`src/rtl/core/rbs_pkg.sv`:
```
package rbs_pkg;

   // Strip and table sizes
   localparam int MAX_LEDS     = 64;
   localparam int SINE_ENTRIES = 256;
   localparam int SINE_BITS    = $clog2(SINE_ENTRIES);

   // Field and datapath widths
   localparam int PHASE_W     = 16;
   localparam int LED_COUNT_W = 7;
   localparam int COLOR_W     = 8;
   localparam int LED_IDX_W   = 6;
   localparam int CNT_W       = $clog2(MAX_LEDS + 1);
   localparam int IDX_W       = $clog2(MAX_LEDS);
   localparam int REM_W       = CNT_W + 1;
   localparam int LVL_W       = 7;
   localparam int PROD_W      = LVL_W + CNT_W;
   localparam int STEP_W      = $clog2(PROD_W + 1);
   localparam int CSR_IDX_W   = 2;
   localparam int CSR_DATA_W  = 16;
   localparam int REQ_DATA_W  = 8;
   localparam int RSP_DATA_W  = 32;

   // Brightness constants
   localparam logic [LVL_W-1:0] STATIC_LEVEL = LVL_W'(48);
   localparam int               BREATH_PEAK  = 72;
   localparam logic [63:0]      ONE_Q30      = 64'h0000_0000_4000_0000;
   localparam logic [63:0]      HALF_PI_Q30  = 64'd1686629713;

   // Register indexes
   localparam logic [CSR_IDX_W-1:0] CSR_LED_COUNT      = 2'd0;
   localparam logic [CSR_IDX_W-1:0] CSR_PHASE_STEP     = 2'd1;
   localparam logic [CSR_IDX_W-1:0] CSR_BREATHE_ENABLE = 2'd2;

   typedef enum logic [2:0] {
      ST_IDLE,
      ST_LOAD,
      ST_NORM,
      ST_MUL,
      ST_DIV,
      ST_EMIT
   } state_type;

   typedef struct packed {
      logic              done;
      logic [PROD_W-1:0] quot;
      logic [CNT_W-1:0]  rmd;
   } div_res_type;

   typedef logic [LVL_W-1:0] level_table_type [SINE_ENTRIES];

   // Breathing brightness per sine entry: floor(72 * s * s / 2^32),
   // s = (1 + sin) / 2 in Q0.16 from a fixed-point Taylor series
   function automatic level_table_type build_level_table();
      level_table_type tbl;
      logic [63:0] a;
      logic [63:0] u;
      logic [63:0] x;
      logic [63:0] x2;
      logic [63:0] h;
      logic [63:0] m;
      logic [63:0] sum;
      logic [63:0] s;
      logic [63:0] lv;
      logic [1:0]  quad;
      for (int i = 0; i < SINE_ENTRIES; i++) begin
         a    = (64'(i) << 32) / SINE_ENTRIES;
         quad = a[31:30];
         u    = {34'd0, a[29:0]};
         if (quad[0]) begin
            u = ONE_Q30 - u;
         end
         x  = (u * HALF_PI_Q30) >> 30;
         x2 = (x * x) >> 30;
         h  = ONE_Q30;
         h  = ONE_Q30 - (((x2 * h) >> 30) / 64'd110);
         h  = ONE_Q30 - (((x2 * h) >> 30) / 64'd72);
         h  = ONE_Q30 - (((x2 * h) >> 30) / 64'd42);
         h  = ONE_Q30 - (((x2 * h) >> 30) / 64'd20);
         h  = ONE_Q30 - (((x2 * h) >> 30) / 64'd6);
         m  = (x * h) >> 30;
         if (m > ONE_Q30) begin
            m = ONE_Q30;
         end
         sum = quad[1] ? (ONE_Q30 - m) : (ONE_Q30 + m);
         s   = (sum + 64'd16384) >> 15;
         if (s > 64'd65535) begin
            s = 64'd65535;
         end
         lv     = (64'(BREATH_PEAK) * s * s) >> 32;
         tbl[i] = lv[LVL_W-1:0];
      end
      return tbl;
   endfunction

   localparam level_table_type LEVEL_TABLE = build_level_table();

endpackage

```
`src/rtl/core/rbs_div.sv`:
```
module rbs_div (
   input  logic                      clock,
   input  logic                      reset,
   input  logic                      start,
   input  logic [rbs_pkg::PROD_W-1:0] dividend,
   input  logic [rbs_pkg::CNT_W-1:0]  divisor,
   output rbs_pkg::div_res_type       res
);
   import rbs_pkg::*;

   logic              busy_ff, busy_in;
   logic              done_ff, done_in;
   logic [STEP_W-1:0] step_ff, step_in;
   logic [PROD_W-1:0] work_ff, work_in;
   logic [CNT_W-1:0]  prem_ff, prem_in;
   logic [CNT_W:0]    trial;
   logic [CNT_W:0]    diff;
   logic              fits;

   // One quotient bit per cycle: shift in the next dividend bit, try the subtract
   assign trial = {prem_ff, work_ff[PROD_W-1]};
   assign diff  = trial - {1'b0, divisor};
   assign fits  = (trial >= {1'b0, divisor});

   always_comb begin
      busy_in = busy_ff;
      done_in = 1'b0;
      step_in = step_ff;
      work_in = work_ff;
      prem_in = prem_ff;
      if (start) begin
         busy_in = 1'b1;
         step_in = STEP_W'(PROD_W);
         work_in = dividend;
         prem_in = '0;
      end else if (busy_ff) begin
         work_in = {work_ff[PROD_W-2:0], fits};
         prem_in = fits ? diff[CNT_W-1:0] : trial[CNT_W-1:0];
         step_in = step_ff - STEP_W'(1);
         if (step_ff == STEP_W'(1)) begin
            busy_in = 1'b0;
            done_in = 1'b1;
         end
      end
   end

   always_ff @(posedge clock) begin
      if (reset) begin
         busy_ff <= 1'b0;
         done_ff <= 1'b0;
         step_ff <= '0;
      end else begin
         busy_ff <= busy_in;
         done_ff <= done_in;
         step_ff <= step_in;
      end
      work_ff <= work_in;
      prem_ff <= prem_in;
   end

   assign res.done = done_ff;
   assign res.quot = work_ff;
   assign res.rmd  = prem_ff;

endmodule

```
`src/rtl/core/rbs_phase.sv`:
```
module rbs_phase (
   input  logic                        clock,
   input  logic                        reset,
   input  logic                        tick,
   input  logic                        restart,
   input  logic                        breathe,
   input  logic [rbs_pkg::PHASE_W-1:0] phase_step,
   input  logic                        load,
   output logic [rbs_pkg::LVL_W-1:0]   level
);
   import rbs_pkg::*;

   logic [PHASE_W-1:0] phase_ff, phase_in;
   logic [LVL_W-1:0]   level_ff, level_in;

   // Advance the phase on a tick in breathing mode, optionally from zero
   always_comb begin
      phase_in = phase_ff;
      if (tick && breathe) begin
         phase_in = (restart ? '0 : phase_ff) + phase_step;
      end
   end

   // Look up the brightness from the updated phase
   always_comb begin
      level_in = level_ff;
      if (load) begin
         level_in = breathe ? LEVEL_TABLE[phase_ff[PHASE_W-1 -: SINE_BITS]] : STATIC_LEVEL;
      end
   end

   always_ff @(posedge clock) begin
      if (reset) begin
         phase_ff <= '0;
      end else begin
         phase_ff <= phase_in;
      end
      level_ff <= level_in;
   end

   assign level = level_ff;

endmodule

```
`src/rtl/core/rainbow_breathing_strip_generator.sv`:
```
// Each word accepted on req_ is a tick and yields one frame of led_count
// words on rsp_ (clamped to 64 LEDs, none for a count of zero), in LED order
// with rsp_tlast on the final LED. After the tick a setup state loads the
// brightness. Each LED then passes through a state that checks the hue
// sector, taking a further step for each sector boundary crossed (at most
// five over a whole frame). It then forms the product and runs the bit-serial
// divider (fourteen quotient bits, one per cycle, then the done flag). A last
// state hands the word to the output register, and waits there while a
// finished word is held up by rsp_tready. req_tready is high only between
// frames; the last word of a frame may still wait in the output register
// while the next tick is taken. Registers are to be written through csr_
// only between frames, which the block itself does not enforce, and then
// take effect on the next tick.
module rainbow_breathing_strip_generator (
   input  logic                            clock,
   input  logic                            reset,
   input  logic                            req_tvalid,
   output logic                            req_tready,
   input  logic [rbs_pkg::REQ_DATA_W-1:0]  req_tdata,  // [0] restart_phase
   output logic                            rsp_tvalid,
   input  logic                            rsp_tready,
   output logic [rbs_pkg::RSP_DATA_W-1:0]  rsp_tdata,  // led_index, red, green, blue
   output logic                            rsp_tlast,  // last_led
   input  logic                            csr_valid,
   output logic                            csr_ready,
   input  logic [rbs_pkg::CSR_IDX_W-1:0]   csr_index,
   input  logic [rbs_pkg::CSR_DATA_W-1:0]  csr_data
);
   import rbs_pkg::*;

   // Configuration registers
   logic [LED_COUNT_W-1:0] led_count_ff;
   logic [PHASE_W-1:0]     phase_step_ff;
   logic                   breathe_ff;

   state_type state_ff, state_in;

   logic [CNT_W-1:0]  count_ff, count_in;
   logic [IDX_W-1:0]  k_ff, k_in;
   logic [REM_W-1:0]  rem_ff, rem_in;
   logic [2:0]        sector_ff, sector_in;
   logic [LVL_W-1:0]  level;

   logic              rsp_valid_ff, rsp_valid_in;
   logic [LED_IDX_W-1:0] idx_ff, idx_in;
   logic [COLOR_W-1:0] red_ff, red_in, green_ff, green_in, blue_ff, blue_in;
   logic              last_ff, last_in;

   logic              accept;
   logic              load_level;
   logic              div_start;
   logic              emit_fire;
   logic              out_free;
   logic              rem_over;
   logic              is_last;
   logic [PROD_W-1:0] product;
   div_res_type       div_res;
   logic [LVL_W-1:0]  t_val;
   logic [LVL_W-1:0]  q_val;
   logic [COLOR_W-1:0] v_c, t_c, q_c;

   assign csr_ready = 1'b1;
   assign accept    = req_tvalid && req_tready;
   assign out_free  = !rsp_valid_ff || rsp_tready;
   assign rem_over  = (rem_ff >= {1'b0, count_ff});
   assign is_last   = ((CNT_W'(k_ff) + CNT_W'(1)) == count_ff);

   // Write configuration registers
   always_ff @(posedge clock) begin
      if (reset) begin
         led_count_ff  <= LED_COUNT_W'(8);
         phase_step_ff <= PHASE_W'(417);
         breathe_ff    <= 1'b0;
      end else if (csr_valid && csr_ready) begin
         unique case (csr_index)
            CSR_LED_COUNT:      led_count_ff  <= csr_data[LED_COUNT_W-1:0];
            CSR_PHASE_STEP:     phase_step_ff <= csr_data[PHASE_W-1:0];
            CSR_BREATHE_ENABLE: breathe_ff    <= csr_data[0];
            default:            ;
         endcase
      end
   end

   rbs_phase u_phase (
      .clock      (clock),
      .reset      (reset),
      .tick       (accept),
      .restart    (req_tdata[0]),
      .breathe    (breathe_ff),
      .phase_step (phase_step_ff),
      .load       (load_level),
      .level      (level)
   );

   // Product for the hue fraction of this LED
   assign product = PROD_W'(level) * PROD_W'(rem_ff[CNT_W-1:0]);

   rbs_div u_div (
      .clock    (clock),
      .reset    (reset),
      .start    (div_start),
      .dividend (product),
      .divisor  (count_ff),
      .res      (div_res)
   );

   // Next state
   always_comb begin
      state_in = state_ff;
      unique case (state_ff)
         ST_IDLE: if (accept) state_in = ST_LOAD;
         ST_LOAD: state_in = (count_ff == '0) ? ST_IDLE : ST_NORM;
         ST_NORM: if (!rem_over) state_in = ST_MUL;
         ST_MUL:  state_in = ST_DIV;
         ST_DIV:  if (div_res.done) state_in = ST_EMIT;
         ST_EMIT: if (out_free) state_in = is_last ? ST_IDLE : ST_NORM;
         default: state_in = ST_IDLE;
      endcase
   end

   // Control outputs
   always_comb begin
      req_tready = 1'b0;
      load_level = 1'b0;
      div_start  = 1'b0;
      emit_fire  = 1'b0;
      unique case (state_ff)
         ST_IDLE: req_tready = 1'b1;
         ST_LOAD: load_level = 1'b1;
         ST_MUL:  div_start  = 1'b1;
         ST_EMIT: emit_fire  = out_free;
         default: ;
      endcase
   end

   // Walk the LEDs: reduce the running 6k remainder, step the sector
   always_comb begin
      count_in  = count_ff;
      k_in      = k_ff;
      rem_in    = rem_ff;
      sector_in = sector_ff;
      if (accept) begin
         count_in = (32'(led_count_ff) > MAX_LEDS) ? CNT_W'(MAX_LEDS) : CNT_W'(led_count_ff);
      end
      if (load_level) begin
         k_in      = '0;
         rem_in    = '0;
         sector_in = '0;
      end else if (state_ff == ST_NORM && rem_over) begin
         rem_in    = rem_ff - {1'b0, count_ff};
         sector_in = sector_ff + 3'd1;
      end else if (emit_fire && !is_last) begin
         k_in   = k_ff + IDX_W'(1);
         rem_in = rem_ff + REM_W'(6);
      end
   end

   // Fraction t and its complement q = v - ceil(v * rem / count)
   assign t_val = div_res.quot[LVL_W-1:0];
   assign q_val = level - t_val - LVL_W'(div_res.rmd != '0);
   assign v_c   = COLOR_W'(level);
   assign t_c   = COLOR_W'(t_val);
   assign q_c   = COLOR_W'(q_val);

   // Load the output register
   always_comb begin
      rsp_valid_in = rsp_valid_ff;
      idx_in       = idx_ff;
      red_in       = red_ff;
      green_in     = green_ff;
      blue_in      = blue_ff;
      last_in      = last_ff;
      if (rsp_valid_ff && rsp_tready) begin
         rsp_valid_in = 1'b0;
      end
      if (emit_fire) begin
         rsp_valid_in = 1'b1;
         idx_in       = LED_IDX_W'(k_ff);
         last_in      = is_last;
         unique case (sector_ff)
            3'd0: begin red_in = v_c;  green_in = t_c;  blue_in = '0;  end
            3'd1: begin red_in = q_c;  green_in = v_c;  blue_in = '0;  end
            3'd2: begin red_in = '0;   green_in = v_c;  blue_in = t_c; end
            3'd3: begin red_in = '0;   green_in = q_c;  blue_in = v_c; end
            3'd4: begin red_in = t_c;  green_in = '0;   blue_in = v_c; end
            default: begin red_in = v_c; green_in = '0; blue_in = q_c; end
         endcase
      end
   end

   always_ff @(posedge clock) begin
      if (reset) begin
         state_ff     <= ST_IDLE;
         rsp_valid_ff <= 1'b0;
      end else begin
         state_ff     <= state_in;
         rsp_valid_ff <= rsp_valid_in;
      end
      count_ff  <= count_in;
      k_ff      <= k_in;
      rem_ff    <= rem_in;
      sector_ff <= sector_in;
      idx_ff    <= idx_in;
      red_ff    <= red_in;
      green_ff  <= green_in;
      blue_ff   <= blue_in;
      last_ff   <= last_in;
   end

   assign rsp_tvalid = rsp_valid_ff;
   assign rsp_tlast  = last_ff;
   assign rsp_tdata  = {2'b00, blue_ff, green_ff, red_ff, idx_ff};

   // The remainder is fully reduced before the product is formed
   a_rem_reduced: assert property (@(posedge clock) disable iff (reset)
      (state_ff == ST_MUL) |-> (rem_ff < {1'b0, count_ff} && sector_ff < 3'd6))
      else $error("hue remainder not reduced below LED count");

   // Divider only finishes while the sequencer waits for it
   a_div_done: assert property (@(posedge clock) disable iff (reset)
      div_res.done |-> (state_ff == ST_DIV))
      else $error("divider result arrived outside the divide step");

   // A new word is only loaded when the previous one has gone
   a_no_overwrite: assert property (@(posedge clock) disable iff (reset)
      (rsp_valid_ff && !rsp_tready) |=> ($stable(rsp_tdata) && rsp_valid_ff))
      else $error("pending result word overwritten");

   // Brightness never exceeds the breathing peak
   a_level_range: assert property (@(posedge clock) disable iff (reset)
      (state_ff == ST_EMIT) |-> (level < LVL_W'(BREATH_PEAK)))
      else $error("brightness out of range");

endmodule
```
`config.mk`:
```
export PLATFORM = sky130hd
export DESIGN_NAME = rainbow_breathing_strip_generator
export DESIGN_NICKNAME = d
export VERILOG_FILES = /design/src/rtl/core/rbs_pkg.sv /design/src/rtl/core/rbs_div.sv /design/src/rtl/core/rbs_phase.sv /design/src/rtl/core/rainbow_breathing_strip_generator.sv
export SDC_FILE = /design/constraint.sdc
export NUM_CORES = 1
export LEC_CHECK = 0
export BUFFER_PORTS_ARGS = -buffer_cell sky130_fd_sc_hd__buf_4
export CAP_MARGIN = 20
export CORE_MARGIN = 2
export CORE_UTILIZATION = 50
export CTS_BUF_LIST = sky130_fd_sc_hd__clkbuf_8
export DETAILED_ROUTE_END_ITERATION = 6
export GPL_TIMING_DRIVEN = 0
export HOLD_SLACK_MARGIN = 0.1
export PLACE_DENSITY = 0.68
export SLEW_MARGIN = 20
export SYNTH_ARGS = -nofsm -noshare
export SYNTH_HDL_FRONTEND = slang
export SYNTH_SLANG_ARGS = --single-unit
```
`constraint.sdc`:
```
create_clock -name clock -period 9.2 [get_ports clock]
set_input_delay 1.38 -clock clock [delete_from_list [all_inputs] [get_ports clock]]
set_output_delay 1.38 -clock clock [all_outputs]
set_load 0.1 [all_outputs]
```
# Yosys cells after proc, flatten, opt, wreduce, memory -nomap -nowiden
# Memories as Yosys holds them, arrays and structs flattened. A register that Yosys moved wholly into a read port is not among the register bits.
# Cells that the tools add are included.
[word_totals] regBits=126 rom_bits=1792 in_bits=31 out_inout_bits=36 elab_cells=112 n_memories=1
[mem_list] name="(no name shown)" words=256 word_bits=7 read_ports=1 rd_clocked_by_memory_dff=1 write_ports=0 line="rbs_phase.sv:28" text="level_in = breathe ? LEVEL_TABLE[phase_ff[PHASE_W-1 -: SINE_BITS]] : STATIC_LEVEL;"
[classes] addsub=10 multipliers=1 order_cmp=3 n_eq_ne=17 n_mux=28 bitwise=3 reduce_logical=28
[op_table] cell="$pmux 7 s3" count=3
[op_table] cell="$mux 14" count=2
[op_table] cell="$pmux 3 s6" count=1
[op_table] cell="$add 16x16->16" count=1
[op_table] cell="$ge 8x7->1" count=2
[op_table] cell="$mux 16" count=1
[op_table] cell="$mux 8" count=2
[op_table] cell="$mul 7x7->14" count=1
[op_table] cell="$sub 7x7->7" count=2
[op_table] cell="$eq 3x2->1 const B" count=4
[op_table] cell="$mux 3" count=4
[op_table] cell="$mux 1" count=10
[op_table] cell="$reduce_or 2->1" count=5
[op_table] cell="$eq 3x3->1 const B" count=3
[op_table] cell="$not 8->9" count=1
[op_table] cell="$add 8x3->8 const B" count=1
[op_table] cell="$mux 4" count=2
[op_table] cell="$reduce_and 2->1" count=4
[op_table] cell="$sub 8x7->8" count=1
[op_table] cell="$add 6x1->7 const B" count=1
[op_table] cell="$eq 7x7->1" count=1
[op_table] cell="$gt 7x7->1 const B" count=1
[op_table] cell="$logic_not 7->1" count=1
[op_table] cell="$mux 7" count=1
[op_table] cell="other kinds (21)" count=35

# Depth between registers and ports, before layout
# Gate-level depths: netlist (run 1).
[logic_depth] ltp_word=6 ltp_mapped=18 depth_no_buf=17

# Hierarchy
# A second synthesis (run 1) with hierarchy kept.
[unflattened] cells_unflattened=1230 hier_area_um2=10792.9
[by_module_without_submodules] module="rainbow_breathing_strip_generator" instances=1 cells_per_inst=655 area_per_inst_um2=6010.8 seq_area_each_um2=1951.9
[by_module_without_submodules] module="rbs_phase" instances=1 cells_per_inst=410 area_per_inst_um2=3084.2 seq_area_each_um2=530.5
[by_module_without_submodules] module="rbs_div" instances=1 cells_per_inst=165 area_per_inst_um2=1697.9 seq_area_each_um2=680.7

# Least setup slack after synthesis (run 1)
# OpenSTA, ideal clock, no wires.
[synth_path] kind="reg-to-reg" start="reg u_phase.level_ff[1] (netlist: u_phase.level[1])" end="reg u_div.work_ff[13], data pin" t_arrival_ps=4372 setup_slack_ps=4564 path_stages_with_launch=16 cell_sequence="edfxtp_1 > clkbuf_1 > nand2_1 > fa_1 > fa_1 > inv_1 > fa_1 > inv_1 > fa_1 > inv_1 > ha_1 > or4_1 > a311oi_1 > a21oi_1 > xnor2_1 > o21ai_1"
[synth_via] elab_chain_len=2
[synth_lines] element="start, declared" line="rbs_phase.sv:14" text="logic [LVL_W-1:0] level_ff, level_in;"
[synth_lines] element="$mul 7x7->14" line="rainbow_breathing_strip_generator.sv:96" text="assign product = PROD_W'(level) * PROD_W'(rem_ff[CNT_W-1:0]);"
[synth_lines] element="$mux 14" line="rbs_div.sv:31" text="if (start) begin"
[synth_lines] element="named net u_div.work_in[13]" line="rbs_div.sv:14" text="logic [PROD_W-1:0] work_ff, work_in;"
[synth_lines] element="end signal, assigned" line="rbs_div.sv:57" text="work_ff <= work_in;"
[synth_lines] element="end, declared" line="rbs_div.sv:14"
# The timed path passes the listed nets, and every way through them passes these cells.
# A chain may end at the register's enable or synchronous reset.

# Final worst setup path (run 1)
# Ends and elaborated chain as after synthesis.

==> impl_metrics.json, run 1 <==
{
  "fmax_mhz": 190,
  "via_per_inst": 5.68,
  "place_area_um2": 11000,
  "crit_type": "register to register",
  "p_comb_share_pct": 26.0,
  "drc_errors": 0,
  "rsz0062_at_grt": "no",
  "hold_slack_ns": 0.451,
  "ys_warn_count": 0,
  "avgSynthCellArea_um2": 8.62,
  "worst_ep_arrival_time_ns": 5.43,
  "area_delta_synth_final_pct": 11.0,
  "drt-total-wl_um": 24800,
  "final_util_pct": 56.4,
  "num_vias": 8754,
  "synth-edff-count": 56,
  "vdd_drop_max_mv": 0.0918,
  "cts_root_buf": "clkbuf_8",
  "nNetsFinal": 1412,
  "synth_xor_area_share_pct": 3.85,
  "grt_usage_pct": 23.4,
  "slew_headroom_pct": 41.6,
  "postCtsSetupBuffers": 0,
  "p_int_mw": 1.02,
  "cp-start-kind": "register",
  "syn_area_um2": 10200,
  "gp_congestion": 0.922,
  "io_pins": 67,
  "finalNonFillerCells": 1541,
  "synth-seq-area-share_pct": 31.0,
  "fin_crit_ns": 5.26,
  "antenna_found_initial": 0,
  "postLayoutCellArea_um2": 11300,
  "clk_latency_ns": 0.46,
  "p_switching_mw": 0.517,
  "min_path_type": "register to register",
  "setup_viol": 0,
  "clock_sinks": 130,
  "first_pass_iters": 7,
  "ctsHoldBuffers": 0,
  "dp_cells": 1510,
  "grt_pass1_vias": 8443,
  "synth_flop_cell": "dfxtp_1",
  "pre_cts_ws_ns": 4.00,
  "yosys.area_share.simple_pct": 19.6,
  "drive_above_1_share_pct": 9.21,
  "grt_max_degree": 28,
  "layout_commonest_cell": "nand2_1",
  "synth-compound-area-share_pct": 19.5,
  "ys_ff_latch": 130,
  "finalMaxSlewViolations": 0,
  "yosys.area_share.adder_pct": 17.1,
  "place_hpwl_um": 18900,
  "hold_viol": 0,
  "max_cap_viol_count": 0,
  "synth.area.top_cells": "edfxtp_1 (16%), dfxtp_1 (15%), ha_1 (11%)",
  "htreeDepth": 4,
  "clk_pin_slew_ns": 0.09,
  "synth_top_family_by_area": "simple AND/OR/NAND/NOR gates",
  "syn_inst": 1183,
  "cts_resized": 0,
  "cts_tree": "done",
  "power_mw": 1.54,
  "yosysTopAreaCell": "edfxtp_1",
  "clkPwrFrac_pct": 30.1,
  "die_y_um": 147,
  "worstPathMaxFanout": 10,
  "dr.first_iter.drc_count": 600,
  "seq_power_share_pct": 43.9,
  "synth.top_cell.area_share_pct": 16.5,
  "layout_common_cells": "nand2_1 (128), ha_1 (93), nor2_1 (92)",
  "rows": 52,
  "grt_pass1_wl_um": 41300,
  "die_w_um": 147,
  "cts_buffers": 17,
  "clockBufferDepth": 2,
  "end_kind": "register",
  "tightest_slew_ns": 0.876,
  "synth.distinct_cells": 77,
  "antennaDiodeCount": 0,
  "critPathRequiredTime_ns": 9.38,
  "finClkSkew_ns": 0.0242,
  "p_sw_share_pct": 33.6,
  "status": "complete, no violations",
  "start_util_pct": 50.7,
  "fin_crit_sh_pct": 57.2,
  "powerDensity_nw_per_um2": 136,
  "antenna_left": 0,
  "core-area_um2": 20100,
  "synth_mux_area_share_pct": 2.78,
  "die-area_um2": 21600,
  "setup_slack_ns": 3.94,
  "leakage_nw": 4.75,
  "async_flop_share_pct": 0,
  "port_buffers": 52,
  "setup_tns_ns": 0,
  "overflow": 0,
  "routedWlPerCell_um": 16.1
}
[final timing paths]
kind | from | to | slack [ns] | depth (start not counted)
setup reg to reg | u_phase.level[1] | u_div.work_ff[13] | 3.94 | 15
hold reg to reg | u_phase.phase_ff[6] | u_phase.phase_ff[6] | 0.45 | 2
hold / removal | u_phase.phase_ff[6] | u_phase.phase_ff[6] | 0.45 | 2
setup / recovery | u_phase.level[1] | u_div.work_ff[13] | 3.94 | 15
[power groups by stage]
stage | Combinational (mW) | Clock (mW) | Sequential, mW
after global routing | 0.453 | 0.494 | 0.679
after CTS | 0.399 | 0.470 | 0.674
after global placement | 0.386 | 0 | 0.686
after floorplan | 0.313 | 0 | 0.676
final | 0.400 | 0.464 | 0.675
after detailed placement | 0.396 | 0 | 0.687
[cells in the mapped netlist, drive strengths merged (5+ instances only)]
| cell type | n |
|---|---|
| or3 | 7 |
| a22oi | 12 |
| nand2b | 15 |
| xor2 | 15 |
| ha | 93 |
| buf | 26 |
| and2 | 32 |
| nor2b | 48 |
| nor2 | 93 |
| nand3b | 7 |
| o21ai | 80 |
| xnor2 | 29 |
| a211oi | 20 |
| nand4 | 6 |
| a21o | 6 |
| edfxtp | 56 |
| o21a | 16 |
| fa | 29 |
| a21oi | 79 |
| clkbuf | 44 |
| nor3 | 19 |
| o31ai | 6 |
| inv | 81 |
| and3 | 7 |
| mux2i | 16 |
| a222oi | 6 |
| a31oi | 14 |
| a221o | 5 |
| a21boi | 5 |
| nand3 | 18 |
| nand2 | 128 |
| dfxtp | 74 |
| o211ai | 10 |
| nor4b | 5 |
| nor3b | 6 |
[area by class of cell]
cell class | instances | area (µm²)
Buffer | 70 | 313
Clock buffer | 18 | 248
Clock inverter | 13 | 109
Fill cell | 1877 | 8770
Inverter | 81 | 304
Multi-Input combinational cell | 906 | 6440
Sequential cell | 130 | 3160
Tap cell | 270 | 338
Timing Repair Buffer | 53 | 410
[kinds of logic after synthesis]
group	count (synthesis)
multiplexers	23
flip-flops	130
other	2
XOR/XNOR	44
AO/OA/AOI/OAI	305
buffers and inverters	151
AND/OR/NAND/NOR	406
adder cells (fa/ha/maj)	122
[critical path, stage by stage, from the launching register on]
cell,delay (ns)
edfxtp_1,0.51
clkbuf_1,0.42
nand2_1,0.15
fa_1,0.50
fa_1,0.54
inv_1,0.06
fa_1,0.54
inv_1,0.06
fa_1,0.53
inv_1,0.04
ha_1,0.23
or4_1,0.56
a311oi_1,0.41
a21oi_1,0.14
xnor2_1,0.17
o21ai_1,0.11
[layer usage]
metal,vias to the layer above,GRT usage (%),share of wire [%]
li1,4336,-,-
met1,4171,30.3,46
met2,199,40.2,48
met5,-,0,0
met3,48,3.63,3.9
met4,0,7.48,2.1
[flip-flops by register name, summed over array words and instances, names as in the netlist, 3 cells and up]
signal / count
phase_step_ff: 16
u_phase.phase_ff: 16
u_div.work_ff: 14
rem_ff: 8
blue_ff: 7
count_ff: 7
green_ff: 7
led_count_ff: 7
red_ff: 7
u_div.prem_ff: 7
u_phase.level: 7
idx_ff: 6
k_ff: 6
u_div.step_ff: 4
sector_ff: 3
state_ff: 3
No activity file was read; power rests on OpenSTA's default activity.
==> inputs of run 2 (changes only) <==
clock period = 5.2 ns   (was 9.2 ns; I/O delays follow)
==> run 2 against run 1 <==
Compared with the run above:
- flip-flop and latch count is the same
- via count is essentially flat
- clock skew shrank 0.0013 ns
- setup slack lost 3.7 ns
- largest power group unchanged
- worst hold slack is essentially flat
- final cell count is the same
- final area is essentially flat
- combinational power grew 78%
- first-iteration DRC count shrank 16%
==> impl_metrics.json, run 2 (same netlist as run 1, synthesis figures left out) <==
{
  "ctsHoldBuffers": 0,
  "num_vias": 8761,
  "nFillCells": 1875,
  "r2r_start": "u_phase.level[1]",
  "rsz0062_at_grt": "no",
  "hold_viol": 0,
  "finalMaxSlewViolations": 0,
  "area_delta_synth_final_pct": 11.1,
  "cpPeakStageDelay_ns": 0.58,
  "slew_headroom_pct": 40.8,
  "die_y_um": 147,
  "cpMostUsedCell": "fa_1",
  "p_sw_share_pct": 33.5,
  "cp-start-kind": "register",
  "reg_top3": "phase_step_ff (16), u_phase.phase_ff (16), u_div.work_ff (14)",
  "r2r_end": "u_div.work_ff[13]",
  "endpoint": "u_div.work_ff[13]",
  "first_pass_iters": 5,
  "fmax_mhz": 200,
  "place_hpwl_um": 18900,
  "drc_errors": 0,
  "nNetsFinal": 1412,
  "tightest_slew_ns": 0.889,
  "finClkSkew_ns": 0.0230,
  "via_per_inst": 5.69,
  "clockBufferDepth": 2,
  "max_cap_viol_count": 0,
  "antenna_found_initial": 0,
  "rr_worst_depth": 15,
  "setup_tns_ns": 0,
  "routedWlPerCell_um": 16.1,
  "leakage_nw": 4.76,
  "drive_above_1_share_pct": 9.52,
  "clk_pin_slew_ns": 0.09,
  "min_path_type": "register to register",
  "layout_commonest_cell": "nand2_1",
  "fin_crit_ns": 4.99,
  "regArea_um2": 3160,
  "grt_max_degree": 28,
  "grt_pass1_wl_um": 41300,
  "cts_tree": "done",
  "p_int_mw": 1.81,
  "critPathRequiredTime_ns": 5.37,
  "die-area_um2": 21600,
  "clock_sinks": 130,
  "htreeDepth": 4,
  "fin_crit_sh_pct": 96.0,
  "rows": 52,
  "antennaDiodeCount": 0,
  "ff2ff_setup_slack_ns": 0.21,
  "end_kind": "register",
  "overflow": 0,
  "worstPathMaxFanout": 10,
  "die_w_um": 147,
  "grt_usage_pct": 23.4,
  "vdd_drop_max_mv": 0.162,
  "cts_buffers": 17,
  "drt-total-wl_um": 24800,
  "io_pins": 67,
  "layout_common_cells": "nand2_1 (128), ha_1 (93), nor2_1 (92)",
  "multi_input_area_um2": 6450,
  "final_util_pct": 56.4,
  "p_comb_share_pct": 26.1,
  "start_util_pct": 50.7,
  "gp_congestion": 0.922,
  "setup_viol": 0,
  "slowest_stage": "or4_1",
  "crit_type": "register to register",
  "p_switching_mw": 0.913,
  "status": "complete, no violations",
  "worst_ep_arrival_time_ns": 5.16,
  "seq_power_share_pct": 43.9,
  "clkPwrFrac_pct": 30.0,
  "dr.first_iter.drc_count": 505,
  "grt_pass1_vias": 8443,
  "clk_latency_ns": 0.46,
  "antenna_left": 0,
  "crit_chain": "clkbuf_2 -> nand2_1 -> fa_1 -> fa_1 -> inv_1 -> fa_1 -> inv_1 -> fa_1 -> inv_1 -> ha_1 -> or4_1 -> a311oi_2 -> a21oi_1 -> xnor2_1 -> o21ai_1",
  "cts_root_buf": "clkbuf_8",
  "crit_path_start": "u_phase.level[1]",
  "core-area_um2": 20100,
  "powerDensity_nw_per_um2": 240,
  "port_buffers": 52
}
run 2: cell types whose count changed in the layout (fill, tap and decap cells not counted):
cell / change
a311oi_1: -1
clkbuf_1: -3
a311oi_2: +1
clkbuf_2: +3
run 2: layout make-up:
type / count / area share [%]
flip-flops and latches: 130 / 27.9
well taps: 270 / 2.98
multi-input cells: 906 / 56.9
inverters: 81 / 2.68
plain buffers: 70 / 2.79
repair buffers: 53 / 3.62
clock inverters: 13 / 0.960
clock buffers: 18 / 2.18
run 2: how the worst min path moves through the flow:
| stage | start | end | slack (ns) | cells after the start |
|---|---|---|---|---|
| CTS | u_phase.phase_ff[6] | u_phase.phase_ff[6] | 0.45 | 2 |
| detailed placement | u_phase.phase_ff[6] | u_phase.phase_ff[6] | 0.44 | 2 |
| finish | u_phase.phase_ff[6] | u_phase.phase_ff[6] | 0.45 | 2 |
| floorplan | u_phase.phase_ff[4] | u_phase.phase_ff[4] | 0.43 | 2 |
| global route | u_phase.phase_ff[6] | u_phase.phase_ff[6] | 0.47 | 2 |
| global placement | u_phase.phase_ff[5] | u_phase.phase_ff[5] | 0.43 | 2 |
run 2: critical path: cells and delay by family (launching register included):
family                   cells  cell delay (ns)
flip-flops                   1             0.50
AND/OR/NAND/NOR              2             0.70
buffers and inverters        4             0.45
AO/OA/AOI/OAI                3             0.56
XOR/XNOR                     1             0.17
adder cells (fa/ha/maj)      5             2.33
run 2: timing repair:
| action | 4_1_cts | 5_1_grt |
|---|---|---|
| endpoints found under the setup margin | 1 | 1 |
| buffers inserted | 0 | 0 |
| resized for setup | 1 | 5 |
run 2: power groups by stage:
| stage | Combinational (mW) | Sequential [mW] | Clock (mW) |
|---|---|---|---|
| global placement | 0.683 | 1.21 | 0 |
| floorplan | 0.554 | 1.20 | 0 |
| finish | 0.711 | 1.19 | 0.817 |
| detailed placement | 0.701 | 1.22 | 0 |
| CTS | 0.705 | 1.19 | 0.831 |
| global route | 0.801 | 1.20 | 0.874 |
run 2: through the flow:
| stage | setup slack, ns | total power, mW | cells | cell area [µm²] | hold WS, ns |
|---|---|---|---|---|---|
| after detailed placement | -0.000522 | 1.92 | 1510 | 11000 | 0.441 |
| after global placement | 0.0178 | 1.90 | 1509 | 10900 | 0.434 |
| after floorplan | 0.564 | 1.75 | 1187 | 10200 | 0.427 |
| after CTS | 0.0662 | 2.73 | 1541 | 11300 | 0.453 |
| final | 0.209 | 2.72 | 1541 | 11300 | 0.451 |
| after global routing | 0.0188 | 2.88 | 1541 | 11300 | 0.472 |
run 2: per-layer routing:
metal	GRT usage [%]	vias up	wire length, µm
li1	-	4340	-
met1	30.3	4156	11400
met2	40.2	214	11800
met3	3.63	51	964
met4	7.48	0	517
met5	0	-	0
